[config.mk]
export PLATFORM = sky130hd
export DESIGN_NAME = activity_selection_greedy_flat
export DESIGN_NICKNAME = d
export VERILOG_FILES = /design/src/rtl/core/asg_pkg.sv /design/src/rtl/core/asg_if.sv /design/src/rtl/core/activity_selection_greedy.sv /design/src/rtl/core/asg_ctrl.sv /design/src/rtl/core/asg_dp.sv /design/src/flat_wrapper.sv
export SDC_FILE = /design/constraint.sdc
export NUM_CORES = 2
export LEC_CHECK = 0
export ABC_CLOCK_PERIOD_IN_PS = 7300
export BUFFER_PORTS_ARGS = -buffer_cell sky130_fd_sc_hd__buf_2
export CORE_MARGIN = 3
export CORE_UTILIZATION = 59
export CTS_CLUSTER_DIAMETER = 100
export CTS_CLUSTER_SIZE = 25
export DETAILED_ROUTE_END_ITERATION = 7
export PLACE_DENSITY_LB_ADDON = 0.08
export SYNTH_ARGS = -nofsm -noshare
export SYNTH_HDL_FRONTEND = slang
export SYNTH_SLANG_ARGS = --single-unit
[constraint.sdc]
create_clock -name clk -period 7.3 [get_ports clk]
set_input_delay 0.73 -clock clk [delete_from_list [all_inputs] [get_ports clk]]
set_output_delay 0.73 -clock clk [all_outputs]
set_load 0.05 [all_outputs]
[src/rtl/core/asg_pkg.sv]
// ----------------------------------------------------------------------------
// asg_pkg
// Shared types for the activity selection block: controller commands,
// datapath status and controller state codes.
// ----------------------------------------------------------------------------
`default_nettype none

package asg_pkg;

  typedef enum logic [1:0] {
    ST_LOAD = 2'b01,
    ST_SCAN = 2'b10
  } asg_state_t;

  typedef struct packed {
    logic load;   // store the accepted activity into the chain
    logic step;   // examine chain head and shift the chain
    logic flush;  // emit pending selection as final, clear the set
  } asg_cmd_t;

  typedef struct packed {
    logic out_free;    // result register can take a request this cycle
    logic scan_empty;  // no activities left in the chain
  } asg_sts_t;

endpackage

`default_nettype wire

[src/rtl/core/asg_if.sv]
// ----------------------------------------------------------------------------
// asg_in_if / asg_out_if
// Valid/ready channels for activity requests and selection results.
// ----------------------------------------------------------------------------
`default_nettype none

interface asg_in_if #(parameter int TW = 16);
  logic          valid;
  logic          ready;
  logic [TW-1:0] start_time;
  logic [TW-1:0] end_time;
  logic          last_item;
  modport source (output valid, start_time, end_time, last_item, input ready);
  modport sink   (input valid, start_time, end_time, last_item, output ready);
endinterface

interface asg_out_if #(parameter int TW = 16);
  logic          valid;
  logic          ready;
  logic [5:0]    activity_number;
  logic [TW-1:0] current_time;
  logic [5:0]    selected_count;
  logic          final_result;
  logic          overflowed;
  modport source (output valid, activity_number, current_time, selected_count,
                  final_result, overflowed, input ready);
  modport sink   (input valid, activity_number, current_time, selected_count,
                  final_result, overflowed, output ready);
endinterface

`default_nettype wire

[src/rtl/core/activity_selection_greedy.sv]
// Loading stores accepted requests into the chain at 1 request per cycle.
// After the last request the scan steps once per stored activity, then flushes
// (one chain shift per cycle), pausing only while the result side stalls.
// Results leave through a one-entry output register; the final result shows
// in the cycle after the scan ends. rst_n is synchronous, active low, and clears
// the stored set, counters and valid flags; cell contents are not reset.
// ----------------------------------------------------------------------------
// activity_selection_greedy
// Greedy interval scheduling: sorted insertion chain plus a greedy scan.
// ----------------------------------------------------------------------------
`default_nettype none

module activity_selection_greedy #(
  parameter int MAX_ACTIVITIES = 32,
  parameter int TIME_WIDTH     = 16
) (
  input wire logic clk,
  input wire logic rst_n,
  asg_in_if.sink   in_req,
  asg_out_if.source out_res
);
  import asg_pkg::*;

  asg_cmd_t cmd;
  asg_sts_t sts;

  // sequencer: loading accepts a request every cycle, then scan runs alone
  asg_ctrl u_ctrl (
    .clk      (clk),
    .rst_n    (rst_n),
    .in_valid (in_req.valid),
    .in_last  (in_req.last_item),
    .in_ready (in_req.ready),
    .sts      (sts),
    .cmd      (cmd)
  );

  // chain of cells kept in (end, start, arrival) order; head is scanned
  asg_dp #(
    .MAX_ACTIVITIES (MAX_ACTIVITIES),
    .TIME_WIDTH     (TIME_WIDTH)
  ) u_dp (
    .clk        (clk),
    .rst_n      (rst_n),
    .cmd        (cmd),
    .sts        (sts),
    .in_start   (in_req.start_time),
    .in_end     (in_req.end_time),
    .out_valid  (out_res.valid),
    .out_ready  (out_res.ready),
    .out_number (out_res.activity_number),
    .out_time   (out_res.current_time),
    .out_count  (out_res.selected_count),
    .out_final  (out_res.final_result),
    .out_ovf    (out_res.overflowed)
  );

endmodule

`default_nettype wire

[src/rtl/core/asg_ctrl.sv]
// ----------------------------------------------------------------------------
// asg_ctrl
// Load / scan sequencer. Issues commands to the datapath.
// ----------------------------------------------------------------------------
`default_nettype none

module asg_ctrl (
  input  wire logic              clk,
  input  wire logic              rst_n,
  input  wire logic              in_valid,
  input  wire logic              in_last,
  output logic                   in_ready,
  input  wire asg_pkg::asg_sts_t sts,
  output asg_pkg::asg_cmd_t      cmd
);
  import asg_pkg::*;

  asg_state_t state_r, state_nxt;

  always_comb begin
    cmd       = '0;
    in_ready  = 1'b0;
    state_nxt = state_r;
    unique case (state_r)
      ST_LOAD: begin
        in_ready = 1'b1;
        if (in_valid) begin
          cmd.load = 1'b1;
          if (in_last) state_nxt = ST_SCAN;
        end
      end
      ST_SCAN: begin
        if (sts.out_free) begin
          if (sts.scan_empty) begin
            cmd.flush = 1'b1;
            state_nxt = ST_LOAD;
          end else begin
            cmd.step = 1'b1;
          end
        end
      end
      default: state_nxt = ST_LOAD;
    endcase
  end

  always_ff @(posedge clk) begin
    if (!rst_n) state_r <= ST_LOAD;
    else        state_r <= state_nxt;
  end

endmodule

`default_nettype wire

[src/rtl/core/asg_dp.sv]
// ----------------------------------------------------------------------------
// asg_dp
// Sorted insertion chain, greedy scan registers and result register.
// ----------------------------------------------------------------------------
`default_nettype none

module asg_dp #(
  parameter int MAX_ACTIVITIES = 32,
  parameter int TIME_WIDTH     = 16
) (
  input  wire logic                  clk,
  input  wire logic                  rst_n,
  input  wire asg_pkg::asg_cmd_t     cmd,
  output asg_pkg::asg_sts_t          sts,
  input  wire logic [TIME_WIDTH-1:0] in_start,
  input  wire logic [TIME_WIDTH-1:0] in_end,
  output logic                       out_valid,
  input  wire logic                  out_ready,
  output logic [5:0]                 out_number,
  output logic [TIME_WIDTH-1:0]      out_time,
  output logic [5:0]                 out_count,
  output logic                       out_final,
  output logic                       out_ovf
);
  import asg_pkg::*;

  localparam int CW = $clog2(MAX_ACTIVITIES + 1);
  localparam int TW = TIME_WIDTH;

  // chain cells, kept sorted by (end, start, number)
  logic [TW-1:0] st_r  [MAX_ACTIVITIES];
  logic [TW-1:0] en_r  [MAX_ACTIVITIES];
  logic [CW-1:0] num_r [MAX_ACTIVITIES];

  logic [CW-1:0] count_r;
  logic          ovf_r;
  logic [TW-1:0] free_r;
  logic [CW-1:0] pick_r;

  logic          pend_v_r;
  logic [CW-1:0] pend_num_r;
  logic [TW-1:0] pend_time_r;
  logic [CW-1:0] pend_cnt_r;

  logic          out_v_r;
  logic [CW-1:0] out_num_r;
  logic [TW-1:0] out_time_r;
  logic [CW-1:0] out_cnt_r;
  logic          out_fin_r;
  logic          out_ovf_r;

  logic [MAX_ACTIVITIES-1:0] less;
  logic                      full;
  logic                      sel;
  logic                      emit;
  logic                      emit_fin;

  assign full = (count_r == CW'(MAX_ACTIVITIES));
  assign sel  = (st_r[0] >= free_r);

  // new key sorts ahead of cell i; equal times keep arrival order
  always_comb begin
    for (int i = 0; i < MAX_ACTIVITIES; i++) begin
      less[i] = (in_end < en_r[i]) || ((in_end == en_r[i]) && (in_start < st_r[i]));
    end
  end

  assign sts.out_free   = !out_v_r || out_ready;
  assign sts.scan_empty = (count_r == '0);

  assign emit     = cmd.flush || (cmd.step && sel && pend_v_r);
  assign emit_fin = cmd.flush;

  // chain: insert while loading, shift toward head while scanning
  always_ff @(posedge clk) begin
    for (int i = 0; i < MAX_ACTIVITIES; i++) begin
      if (cmd.load && !full) begin
        if ((CW'(i) == count_r || (CW'(i) < count_r && less[i])) &&
            (i == 0 || !less[(i == 0) ? 0 : i-1])) begin
          st_r[i]  <= in_start;
          en_r[i]  <= in_end;
          num_r[i] <= count_r + CW'(1);
        end else if (i > 0 && CW'(i) <= count_r && less[(i == 0) ? 0 : i-1]) begin
          st_r[i]  <= st_r[(i == 0) ? 0 : i-1];
          en_r[i]  <= en_r[(i == 0) ? 0 : i-1];
          num_r[i] <= num_r[(i == 0) ? 0 : i-1];
        end
      end else if (cmd.step && i < MAX_ACTIVITIES-1) begin
        st_r[i]  <= st_r[(i < MAX_ACTIVITIES-1) ? i+1 : i];
        en_r[i]  <= en_r[(i < MAX_ACTIVITIES-1) ? i+1 : i];
        num_r[i] <= num_r[(i < MAX_ACTIVITIES-1) ? i+1 : i];
      end
    end
  end

  // control and scan state
  always_ff @(posedge clk) begin
    if (!rst_n) begin
      count_r  <= '0;
      ovf_r    <= 1'b0;
      free_r   <= '0;
      pick_r   <= '0;
      pend_v_r <= 1'b0;
      out_v_r  <= 1'b0;
    end else begin
      if (cmd.load) begin
        if (full) ovf_r   <= 1'b1;
        else      count_r <= count_r + CW'(1);
      end
      if (cmd.step) begin
        count_r <= count_r - CW'(1);
        if (sel) begin
          free_r   <= en_r[0];
          pick_r   <= pick_r + CW'(1);
          pend_v_r <= 1'b1;
        end
      end
      if (cmd.flush) begin
        count_r  <= '0;
        ovf_r    <= 1'b0;
        free_r   <= '0;
        pick_r   <= '0;
        pend_v_r <= 1'b0;
      end
      if (emit)           out_v_r <= 1'b1;
      else if (out_ready) out_v_r <= 1'b0;
    end
  end

  // payload registers
  always_ff @(posedge clk) begin
    if (cmd.step && sel) begin
      pend_num_r  <= num_r[0];
      pend_time_r <= en_r[0];
      pend_cnt_r  <= pick_r + CW'(1);
    end
    if (emit) begin
      out_num_r  <= pend_num_r;
      out_time_r <= pend_time_r;
      out_cnt_r  <= pend_cnt_r;
      out_fin_r  <= emit_fin;
      out_ovf_r  <= ovf_r;
    end
  end

  assign out_valid  = out_v_r;
  assign out_number = 6'(out_num_r);
  assign out_time   = out_time_r;
  assign out_count  = 6'(out_cnt_r);
  assign out_final  = out_fin_r;
  assign out_ovf    = out_ovf_r;

endmodule

`default_nettype wire

[src/flat_wrapper.sv]
// flat-port wrapper written by rule: the top's interface ports become plain ports
module activity_selection_greedy_flat import asg_pkg::*;
#(
  parameter int MAX_ACTIVITIES = 32,
  parameter int TIME_WIDTH     = 16
)
  (clk, rst_n, in_req_valid, in_req_start_time, in_req_end_time, in_req_last_item, in_req_ready, out_res_valid, out_res_activity_number, out_res_current_time, out_res_selected_count, out_res_final_result, out_res_overflowed, out_res_ready);
  asg_in_if #(.TW(16)) in_req_i ();
  asg_out_if #(.TW(16)) out_res_i ();
  input wire logic clk;
  input wire logic rst_n;
  input wire logic [$bits(in_req_i.valid)-1:0] in_req_valid;
  input wire logic [$bits(in_req_i.start_time)-1:0] in_req_start_time;
  input wire logic [$bits(in_req_i.end_time)-1:0] in_req_end_time;
  input wire logic [$bits(in_req_i.last_item)-1:0] in_req_last_item;
  output wire logic [$bits(in_req_i.ready)-1:0] in_req_ready;
  output wire logic [$bits(out_res_i.valid)-1:0] out_res_valid;
  output wire logic [$bits(out_res_i.activity_number)-1:0] out_res_activity_number;
  output wire logic [$bits(out_res_i.current_time)-1:0] out_res_current_time;
  output wire logic [$bits(out_res_i.selected_count)-1:0] out_res_selected_count;
  output wire logic [$bits(out_res_i.final_result)-1:0] out_res_final_result;
  output wire logic [$bits(out_res_i.overflowed)-1:0] out_res_overflowed;
  input wire logic [$bits(out_res_i.ready)-1:0] out_res_ready;
  assign in_req_i.valid = in_req_valid;
  assign in_req_i.start_time = in_req_start_time;
  assign in_req_i.end_time = in_req_end_time;
  assign in_req_i.last_item = in_req_last_item;
  assign in_req_ready = in_req_i.ready;
  assign out_res_valid = out_res_i.valid;
  assign out_res_activity_number = out_res_i.activity_number;
  assign out_res_current_time = out_res_i.current_time;
  assign out_res_selected_count = out_res_i.selected_count;
  assign out_res_final_result = out_res_i.final_result;
  assign out_res_overflowed = out_res_i.overflowed;
  assign out_res_i.ready = out_res_ready;
  activity_selection_greedy #(.MAX_ACTIVITIES(MAX_ACTIVITIES), .TIME_WIDTH(TIME_WIDTH)) u_core (.clk(clk), .rst_n(rst_n), .in_req(in_req_i), .out_res(out_res_i));
endmodule
==> impl_metrics.json <==
{
  "insertion_delay_ns": 0.75,
  "die_area_mm2": 0.147,
  "startpoint_type": "register",
  "violations": "design-rule violations",
  "max_clock_freq_mhz": 197,
  "hold_viol": 0,
  "grt_pass1_wl_mm": 358,
  "utilization_pct": 63.0,
  "peakVddDrop_mv": 0.220,
  "avgSynthCellArea_um2": 10.1,
  "post_cts_buffers": 0,
  "async_flop_share_pct": 0,
  "yosys_warnings": 0,
  "synth_cells": 8306,
  "antenna_found_initial": 1,
  "syn2layout_area_growth_pct": 5.40,
  "final_common_cell": "edfxtp_1",
  "drt_iter0_drc": 6202,
  "core_area_mm2": 0.141,
  "yosysUniqueCellTypes": 71,
  "clkPwrFrac_pct": 28.4,
  "clockBufferDepth": 3,
  "antennaDiodeCount": 0,
  "power_frac_comb_pct": 12.4,
  "synth.top_cell.area_share_pct": 45.5,
  "first_pass_iters": 8,
  "synthAdderAreaFrac_pct": 15.1,
  "p_int_uw": 10600,
  "cts_buffers": 59,
  "ys.flop_type": "edfxtp_1",
  "overflow": 0,
  "muxShareOfSynthArea_pct": 1.66,
  "swShare_pct": 25.9,
  "critPathCaptureType": "register",
  "synth_top_family_by_area": "compound AO/OA/AOI/OAI gates",
  "power_per_cell_area_mw_per_mm2": 161,
  "hold_path.class": "in -> reg",
  "seq_power_share_pct": 59.2,
  "post-synth-top-area-cell": "edfxtp_1",
  "gp_congestion": 0.954,
  "synth-compound-area-share_pct": 18.3,
  "cp_data_arrival_time_ns": 5.52,
  "grt_pass1_vias": 63500,
  "synth-simple-area-share_pct": 11.7,
  "synth_nets": 9356,
  "min_period_over_period_pct": 69.7,
  "finalSetupTns_ns": 0,
  "io_pins": 69,
  "crit_fanout": 43,
  "portBuffers": 68,
  "vias_per_cell": 6.53,
  "rsz0062_at_grt": "false",
  "htreeDepth": 2,
  "postRouteAntennaNets": 0,
  "cts_tree": "built",
  "grt_usage_pct": 30.5,
  "clock_sinks": 1307,
  "power.switching_uw": 3700,
  "hpwl_mm": 177,
  "total_power_uw": 14300,
  "status": "finished with violations",
  "cts_resized": 0,
  "wl_mm": 231,
  "grt_max_degree": 141,
  "clkTransAtPathRegs_ns": 0.11,
  "maxCapViolations": 0,
  "nFillCells": 11400,
  "netlist_area_mm2": 0.0841,
  "start_util_pct": 59.8,
  "tightest_slew_ns": 1.31,
  "synth_area_leaders": "edfxtp_1 (46%), ha_1 (15%), o221ai_1 (8.9%), nand2_1 (5.3%), inv_1 (4.6%)",
  "drive_gt1_share_pct": 5.81,
  "dr_total_vias": 65500,
  "slew_headroom_pct": 12.5,
  "yosys.area_share.xor_xnor_pct": 0.115,
  "num_rows": 137,
  "final_cell_mix": "edfxtp_1 (1274), nand2_1 (1185), inv_1 (1021)",
  "die_w_um": 383,
  "p_leak_uw": 0.0345,
  "finClkSkew_ns": 0.0342,
  "finalSetupViolations": 0,
  "synth_edf_count": 1274,
  "layout_min_cycle_time_ns": 5.08,
  "cts_hold_buffers": 0,
  "die_h_um": 383,
  "cts_root_buf": "clkbuf_16",
  "drv_slew": 0,
  "critPathKind": "reg -> reg",
  "nets": 9159,
  "multi_input_area_mm2": 0.0400,
  "worst_ep_required_time_ns": 7.73,
  "drcViolationCount": 2,
  "wire_per_inst_um": 23.1,
  "ys_ff_latch": 1307,
  "synth_seq_area_share_pct": 46.3,
  "regArea_mm2": 0.0389
}
-- Yosys cell counts, types with 14 or more instances --
cell and instances:
edfxtp_1 1274, nand2_1 1198, inv_1 1021, ha_1 1013
o221ai_1 857, nor2_1 514, clkbuf_1 494, a21oi_1 383
o21ai_0 244, nand4_1 149, a221o_1 144, nand3_1 123
mux2i_1 99, nor3_1 86, a21o_1 70, a211oi_1 57
nor2b_1 44, o211ai_1 42, o221a_2 38, mux2_2 36
nand2b_1 35, dfxtp_1 33, o31ai_1 27, o21a_1 23
nor4_1 22, and3_1 18, a31oi_1 17, a211o_1 16
a221oi_1 15, buf_1 14, o311ai_0 14, or4_1 14
-- power groups by stage --
stage          registers (µW)  clock network [µW]  logic [µW]
6_report                 8430                4050        1770
5_1_grt                  8440                4330        1970
4_1_cts                  8430                4110        1750
3_5_place_dp             8600                   0        1740
3_3_place_gp             8600                   0        1650
2_1_floorplan            8580                   0        1110
-- flip-flops by register name (all words and copies together) (netlist names) --
signal and flops:
u_core.u_dp.pend_num_r 6, u_core.u_dp.out_valid 1, u_core.u_dp.out_count 6, u_core.u_dp.out_time 16
u_core.u_dp.ovf_r 1, u_core.u_dp.out_ovf 1, u_core.u_dp.st_r 512, u_core.u_dp.count_r 6
u_core.u_dp.free_r 16, u_core.u_dp.out_number 6, u_core.u_dp.out_final 1, u_core.u_dp.pend_cnt_r 6
u_core.u_ctrl.state_r 2, u_core.u_dp.pick_r 6, u_core.u_dp.pend_v_r 1, u_core.u_dp.en_r 512
u_core.u_dp.pend_time_r 16, u_core.u_dp.num_r 192
-- final timing paths --
kind | slack (ns) | end | startpoint | depth (start not counted)
hold reg to reg | 0.42 | u_core.u_dp.out_number[4]$_DFFE_PP_ | u_core.u_dp.pend_num_r[4]$_DFFE_PN_ | 0
setup / recovery | 2.22 | u_core.u_dp.num_r[0][85]$_DFFE_PP_ | u_core.u_dp.count_r[1]$_SDFFE_PP0P_ | 13
setup reg to reg | 2.22 | u_core.u_dp.num_r[0][85]$_DFFE_PP_ | u_core.u_dp.count_r[1]$_SDFFE_PP0P_ | 13
hold / removal | 0.27 | u_core.u_ctrl.state_r[1]$_SDFFE_PN0P_ | rst_n | 2
-- metrics by stage --
stage / cells / hold WS [ns] / setup WS [ns] / area [µm²]
after detailed placement: 9924 / 0.405 / 2.08 / 86900
final: 10000 / 0.266 / 2.22 / 88600
after CTS: 10000 / 0.219 / 2.40 / 88600
after floorplan: 8306 / 0.400 / 1.24 / 84100
after global placement: 9924 / 0.405 / 2.13 / 86900
after global routing: 10000 / 0.259 / 2.16 / 88600
-- layout make-up --
| class | count | area share (%) |
|---|---|---|
| Sequential cell | 1307 | 43.9 |
| Multi-Input combinational cell | 5465 | 45.1 |
| Inverter | 1022 | 4.33 |
| Clock inverter | 10 | 0.120 |
| Clock buffer | 89 | 1.79 |
| Timing Repair Buffer | 254 | 2.04 |
| Tap cell | 1876 | 2.65 |
-- per-layer routing --
metal | vias up | track usage (%) | routed length (µm)
met1 | 31900 | 39.5 | 95200
met5 | - | 0 | 0
met4 | 0 | 13.2 | 11000
li1 | 30800 | - | -
met3 | 454 | 2.94 | 13300
met2 | 2334 | 52.4 | 112000
-- logic make-up (layout without fill, tap and decap cells) --
| logic type | count (synthesis) | count (layout) |
|---|---|---|
| AO/OA/AOI/OAI | 2031 | 2031 |
| buffers and inverters | 1534 | 1375 |
| flip-flops | 1307 | 1307 |
| AND/OR/NAND/NOR | 2275 | 2275 |
| XOR/XNOR | 11 | 11 |
| adder cells (fa/ha/maj) | 1013 | 1013 |
| multiplexers | 135 | 135 |
-- critical path, cell delays in order, from the launching register on --
cell     delay (ns)
dfxtp_1        0.78
inv_1          0.19
ha_1           0.47
nor3b_1        0.25
buf_4          0.21
a21oi_2        0.12
buf_4          0.36
nand2_1        0.18
or3_1          0.45
o21ai_4        0.13
buf_4          0.46
a31oi_1        0.14
o21ai_4        0.57
buf_4          0.42
Note: power is estimated with default switching activity, not from simulation.
